[src/rtl/nprc_pkg.sv]
// shared types and constants for the nearest point and radius count block
package nprc_pkg;

    localparam int COORD_W = 16;
    localparam int DIST_W  = 33;

    // squared cutoff distance for the nearest search
    localparam logic [DIST_W-1:0] FAR_SQ  = 33'd100000000;
    // start value of the running minimum carried with a query
    localparam logic [DIST_W-1:0] DIST_MAX = {DIST_W{1'b1}};

    localparam logic OP_LOAD  = 1'b0;
    localparam logic OP_QUERY = 1'b1;

    localparam logic KIND_NEAR  = 1'b0;
    localparam logic KIND_COUNT = 1'b1;

    localparam logic [1:0] CMP_BELOW = 2'd0;
    localparam logic [1:0] CMP_EQUAL = 2'd1;
    localparam logic [1:0] CMP_ABOVE = 2'd2;

    // query traveling down the chain
    typedef struct packed {
        logic                valid;
        logic                last;
        logic [COORD_W-1:0]  x;
        logic [COORD_W-1:0]  y;
        logic [DIST_W-1:0]   dmin;
    } t_flow;

    // count report shifted toward the head of the chain
    typedef struct packed {
        logic [15:0] hits;
        logic [1:0]  cmp;
    } t_rep;

endpackage

[src/rtl/nprc_cell.sv]
// one reference point cell: distance, radius count and report shift stage
module nprc_cell (
    input  logic                 i_clk,
    input  logic                 i_rst_n,
    input  logic                 i_active,
    input  logic                 i_load,
    input  logic signed [15:0]   i_ld_x,
    input  logic signed [15:0]   i_ld_y,
    input  logic [15:0]          i_ld_reach,
    input  logic [15:0]          i_ld_limit,
    input  nprc_pkg::t_flow      i_flow,
    output nprc_pkg::t_flow      o_flow,
    output logic                 o_busy,
    input  logic                 i_capture,
    input  logic                 i_shift,
    input  nprc_pkg::t_rep       i_rep_next,
    output nprc_pkg::t_rep       o_rep
);

    logic signed [15:0]  r_ref_x;
    logic signed [15:0]  r_ref_y;
    logic [31:0]         r_reach_sq;
    logic [15:0]         r_limit;
    logic [15:0]         r_hits;
    nprc_pkg::t_flow     r_s1;
    nprc_pkg::t_flow     r_s2;
    nprc_pkg::t_flow     n_s2;
    logic [31:0]         r_dx_sq;
    logic [31:0]         r_dy_sq;
    nprc_pkg::t_rep      r_rep;

    logic [16:0]                  w_dx;
    logic [16:0]                  w_dy;
    logic [16:0]                  w_dx_neg;
    logic [16:0]                  w_dy_neg;
    logic [15:0]                  w_dx_abs;
    logic [15:0]                  w_dy_abs;
    logic [nprc_pkg::DIST_W-1:0]  w_sum;
    logic                         w_hit;
    logic [1:0]                   w_cmp;

    // table entry, radius squared taken once at load
    always_ff @(posedge i_clk) begin
        if (i_load) begin
            r_ref_x    <= i_ld_x;
            r_ref_y    <= i_ld_y;
            r_reach_sq <= {16'd0, i_ld_reach} * {16'd0, i_ld_reach};
            r_limit    <= i_ld_limit;
        end
    end

    // absolute coordinate differences
    always_comb begin
        w_dx     = {r_ref_x[15], r_ref_x} - {i_flow.x[15], i_flow.x};
        w_dy     = {r_ref_y[15], r_ref_y} - {i_flow.y[15], i_flow.y};
        w_dx_neg = 17'd0 - w_dx;
        w_dy_neg = 17'd0 - w_dy;
        w_dx_abs = w_dx[16] ? w_dx_neg[15:0] : w_dx[15:0];
        w_dy_abs = w_dy[16] ? w_dy_neg[15:0] : w_dy[15:0];
    end

    // stage one: squares
    always_ff @(posedge i_clk) begin
        if (!i_rst_n) begin
            r_s1.valid <= 1'b0;
        end else begin
            r_s1 <= i_flow;
        end
        r_dx_sq <= {16'd0, w_dx_abs} * {16'd0, w_dx_abs};
        r_dy_sq <= {16'd0, w_dy_abs} * {16'd0, w_dy_abs};
    end

    // stage two: sum, running minimum and radius test
    always_comb begin
        w_sum = {1'b0, r_dx_sq} + {1'b0, r_dy_sq};
        w_hit = i_active && r_s1.valid && (w_sum <= {9'd0, r_reach_sq[31:8]});
        n_s2  = r_s1;
        if (i_active && (w_sum < r_s1.dmin)) begin
            n_s2.dmin = w_sum;
        end
    end

    always_ff @(posedge i_clk) begin
        if (!i_rst_n) begin
            r_s2.valid <= 1'b0;
        end else begin
            r_s2 <= n_s2;
        end
    end

    // saturating hit counter, cleared when the batch is reported
    always_ff @(posedge i_clk) begin
        if (!i_rst_n) begin
            r_hits <= 16'd0;
        end else if (i_capture) begin
            r_hits <= 16'd0;
        end else if (w_hit && (r_hits != 16'hFFFF)) begin
            r_hits <= r_hits + 16'd1;
        end
    end

    // count against capacity
    always_comb begin
        if (r_hits < r_limit) begin
            w_cmp = nprc_pkg::CMP_BELOW;
        end else if (r_hits == r_limit) begin
            w_cmp = nprc_pkg::CMP_EQUAL;
        end else begin
            w_cmp = nprc_pkg::CMP_ABOVE;
        end
    end

    // report copy, shifts one cell toward the head per count beat
    always_ff @(posedge i_clk) begin
        if (i_capture) begin
            r_rep.hits <= r_hits;
            r_rep.cmp  <= w_cmp;
        end else if (i_shift) begin
            r_rep <= i_rep_next;
        end
    end

    assign o_flow = r_s2;
    assign o_busy = r_s1.valid | r_s2.valid;
    assign o_rep  = r_rep;

endmodule

[config.mk]
export PLATFORM = sky130hd
export DESIGN_NAME = nprc_cell
export DESIGN_NICKNAME = d
export VERILOG_FILES = /design/src/rtl/nprc_pkg.sv /design/src/rtl/nprc_cell.sv
export SDC_FILE = /design/constraint.sdc
export NUM_CORES = 2
export LEC_CHECK = 0
export BUFFER_PORTS_ARGS = -buffer_cell sky130_fd_sc_hd__clkbuf_2
export CAP_MARGIN = 15
export CORE_AREA = 2 2 221 278
export CTS_CLUSTER_SIZE = 28
export DETAILED_ROUTE_END_ITERATION = 6
export DIE_AREA = 0 0 223 280
export PLACE_DENSITY_LB_ADDON = 0.2
export SYNTH_ARGS = -nofsm -noshare
export SYNTH_HDL_FRONTEND = slang
export SYNTH_SLANG_ARGS = --single-unit
[constraint.sdc]
create_clock -name i_clk -period 13.1 [get_ports i_clk]
set_input_delay 2.62 -clock i_clk [delete_from_list [all_inputs] [get_ports i_clk]]
set_output_delay 2.62 -clock i_clk [all_outputs]
set_load 0.02 [all_outputs]
==> run metrics <==
Synth Flop Type=edfxtp_1; RSZ-0062 raised after global routing=no; RD Place Congestion=0.901; Initial Util=about three fifths; chip height=280 µm; DR vias/cell=5.38; Die ar.=62400 µm²; Fill cells=4971; final WL=80800 µm; GRT Overall Usage=27.0%; async set-or-reset flop fraction in the synthesized netlist=0%; initial antenna violation count=3; fin crit share=87.3%; min Tclk post-route=between 10000 and 15000 ps; Hold Vio Cnt, Final=0; vias=24807; hold path depth=0; H-tree Lvls=2; DRT iter0 DRCs=1241; clock slew at reported path FFs=70 ps; Setup crit end kind=flip-flop; number of buffers created by CTS=36; number of distinct library cells after synthesis=83; Levels on crit path=32; synth warn=0; reg2reg start=r_ref_y[0]$_DFFE_PP_; post-synthesis sequential area ratio=23.2%; slew at the pin with the worst max-slew slack=approximately 1100 ps; hold_ws=411 ps; # hold bufs at CTS=0; Reg2Reg Capture Point=r_dy_sq[31]$_DFF_P_; max-cap viol count=0; Mapped Area=35600 µm²; Overflow after GRT=0; launch point of the worst path=i_flow[38]; I/O pin count=between 200 and 250; Slew Viols, Final=0; critical-path maximum fanout=16; R2R setup slack=3480 ps; IO buf count=240; setup TNS=0 ps; # DRC=0; Hold Crit Class=flip-flop to flip-flop; WL/cell=between 15 and 20 µm; Post-CTS Repair Setup Buffers=0; depth of the most critical reg-to-reg path=32; Fmax=between 80 and 90 MHz; clock sink total=302; First-pass DRT Iterations=7; num rows=101; Syn Area/Cell=about 10 µm²; slowest CP cell=xor2_1; CTS tree=built; Critical Path AT=11860 ps; data required time of the worst path=13530 ps; Final Cell Area=38900 µm²; Worst slew margin=around 28%; FF+latch count, synth=302; post-place instance area=37800 µm²; Synth Instances=3569; global-route wire length before repair=133000 µm; final setup violating endpoints=0; Final HPWL DP=67000 µm; post-CTS resize count=0; CP Class=input port to flip-flop; root buffer selected by CTS=clkbuf_16; Post-synth EDFFs=222; DIE WIDTH=roughly 220 µm; Nets=4888; outcome=completed; core area=60000 µm²; largest net degree at the start of global routing=66; Worst Setup EP=r_dy_sq[31]$_DFF_P_; synthesis-to-layout area growth=9.20%; startpoint types=input port; vias in the first global route=between 20000 and 30000; Max clock buf depth=3; most used cell, CP=fa_1; worst path bufs/invs=4; remaining antenna violation count=0; clk_lat worst skew=580 ps; syn nets=roughly 4600; share of cells above drive strength 1=a little over a tenth; CP peak stage delay=570 ps; Crit path max-delay family=adder cells; clk_skew=~38 ps
-- per-stage QoR --
| stage | utilization [%] | worst slack [ps] | std cells |
|---|---|---|---|
| after floorplan | - | 1670 | 3569 |
| after global routing | 64.8 | 1020 | 4613 |
| after CTS | 64.8 | 1720 | 4612 |
| after global placement | 62.9 | 1240 | 4548 |
| after detailed placement | 62.9 | 1130 | 4548 |
| final | 64.8 | 1660 | 4613 |
-- synthesized netlist by cell type (13+ instances only) --
library cell | n | area [µm²]
mux2_2 | 51 | 574
nor2_1 | 226 | 848
dfxtp_1 | 80 | 1600
and2_1 | 75 | 469
inv_1 | 842 | 3160
nand2_1 | 237 | 890
nand2b_1 | 48 | 300
nand4_1 | 18 | 113
a21oi_1 | 102 | 510
and3_1 | 21 | 131
a21o_1 | 67 | 503
o21a_1 | 30 | 225
o211ai_1 | 14 | 105
fa_1 | 490 | 9810
xnor2_1 | 114 | 998
nor3_1 | 31 | 155
nor2b_1 | 30 | 188
ha_1 | 429 | 5370
o21ai_0 | 68 | 340
nand3_1 | 44 | 220
or2_2 | 18 | 113
clkbuf_1 | 55 | 206
a211oi_1 | 14 | 105
o21bai_1 | 13 | 97.6
edfxtp_1 | 222 | 6670
xor2_1 | 58 | 508
-- cell families after synthesis --
kind of cell / Yosys count / synth area share (%)
AO/OA/AOI/OAI: 408 / 7.69
XOR/XNOR: 176 / 4.45
adder cells (fa/ha/maj): 919 / 42.6
buffers and inverters: 914 / 9.65
flip-flops: 302 / 23.2
multiplexers: 54 / 1.70
AND/OR/NAND/NOR: 796 / 10.7
-- cell usage in the layout, fill, tap and decap left out, drive strengths merged, types with 30 or more instances in the layout --
master and count:
o21ai 75, dfxtp 80, buf 30, xor2 60
nor2b 31, o21a 30, nor2 227, a21oi 102
nand2 237, mux2 51, ha 429, inv 848
a21o 67, edfxtp 222, and2 75, xnor2 114
nand3 44, nor3 31, nand2b 48, clkbuf 283
fa 490
-- worst min path at each step --
| stage | to | slack (ps) | from |
|---|---|---|---|
| finish | o_flow[52]$_DFFE_PP_ | 410 | n_s2[52]$_DFFE_PP_ |
| global placement | o_flow[54]$_DFFE_PP_ | 400 | n_s2[54]$_DFFE_PP_ |
| floorplan | o_flow[33]$_DFFE_PP_ | 400 | n_s2[33]$_DFFE_PP_ |
| global route | o_flow[55]$_DFFE_PP_ | 420 | n_s2[55]$_DFFE_PP_ |
| CTS | o_flow[52]$_DFFE_PP_ | 410 | n_s2[52]$_DFFE_PP_ |
| detailed placement | o_flow[47]$_DFFE_PP_ | 400 | n_s2[47]$_DFFE_PP_ |
-- worst reg2reg max path: cells and delay by family, from the launching register on --
family | cells | cell delay [ps]
adder cells (fa/ha/maj) | 9 | 3780
AO/OA/AOI/OAI | 14 | 3060
AND/OR/NAND/NOR | 4 | 890
XOR/XNOR | 2 | 760
buffers and inverters | 3 | 640
flip-flops | 1 | 360
-- sequential cells by signal (all words and copies together), names as in the netlist, 18 cells and up --
register    cells
r_s1           33
r_reach_sq     24
r_dy_sq        31
r_dx_sq        31
n_s2           34
o_flow         67
o_rep          18
-- routing by layer --
metal	track usage [%]	part of all wire, %
met1	34.2	41
met3	3.10	4.6
met4	10.2	3.9
met2	47.7	50
met5	0	0.024
-- layout make-up --
class                           count  area [µm²]  area share (%)
Multi-Input combinational cell   2353       23900            61.5
Sequential cell                   302        8270            21.3
Inverter                          853        3200            8.23
Timing Repair Buffer              268        1420            3.65
Tap cell                          772         966            2.48
Clock buffer                       45         945            2.43
Clock inverter                     19         165           0.425
Antenna cell                        1        2.50         0.00643
Power is left out: the tool's default activity adds up to more than one toggle a clock period on the data nets, which glitch-free logic cannot reach.
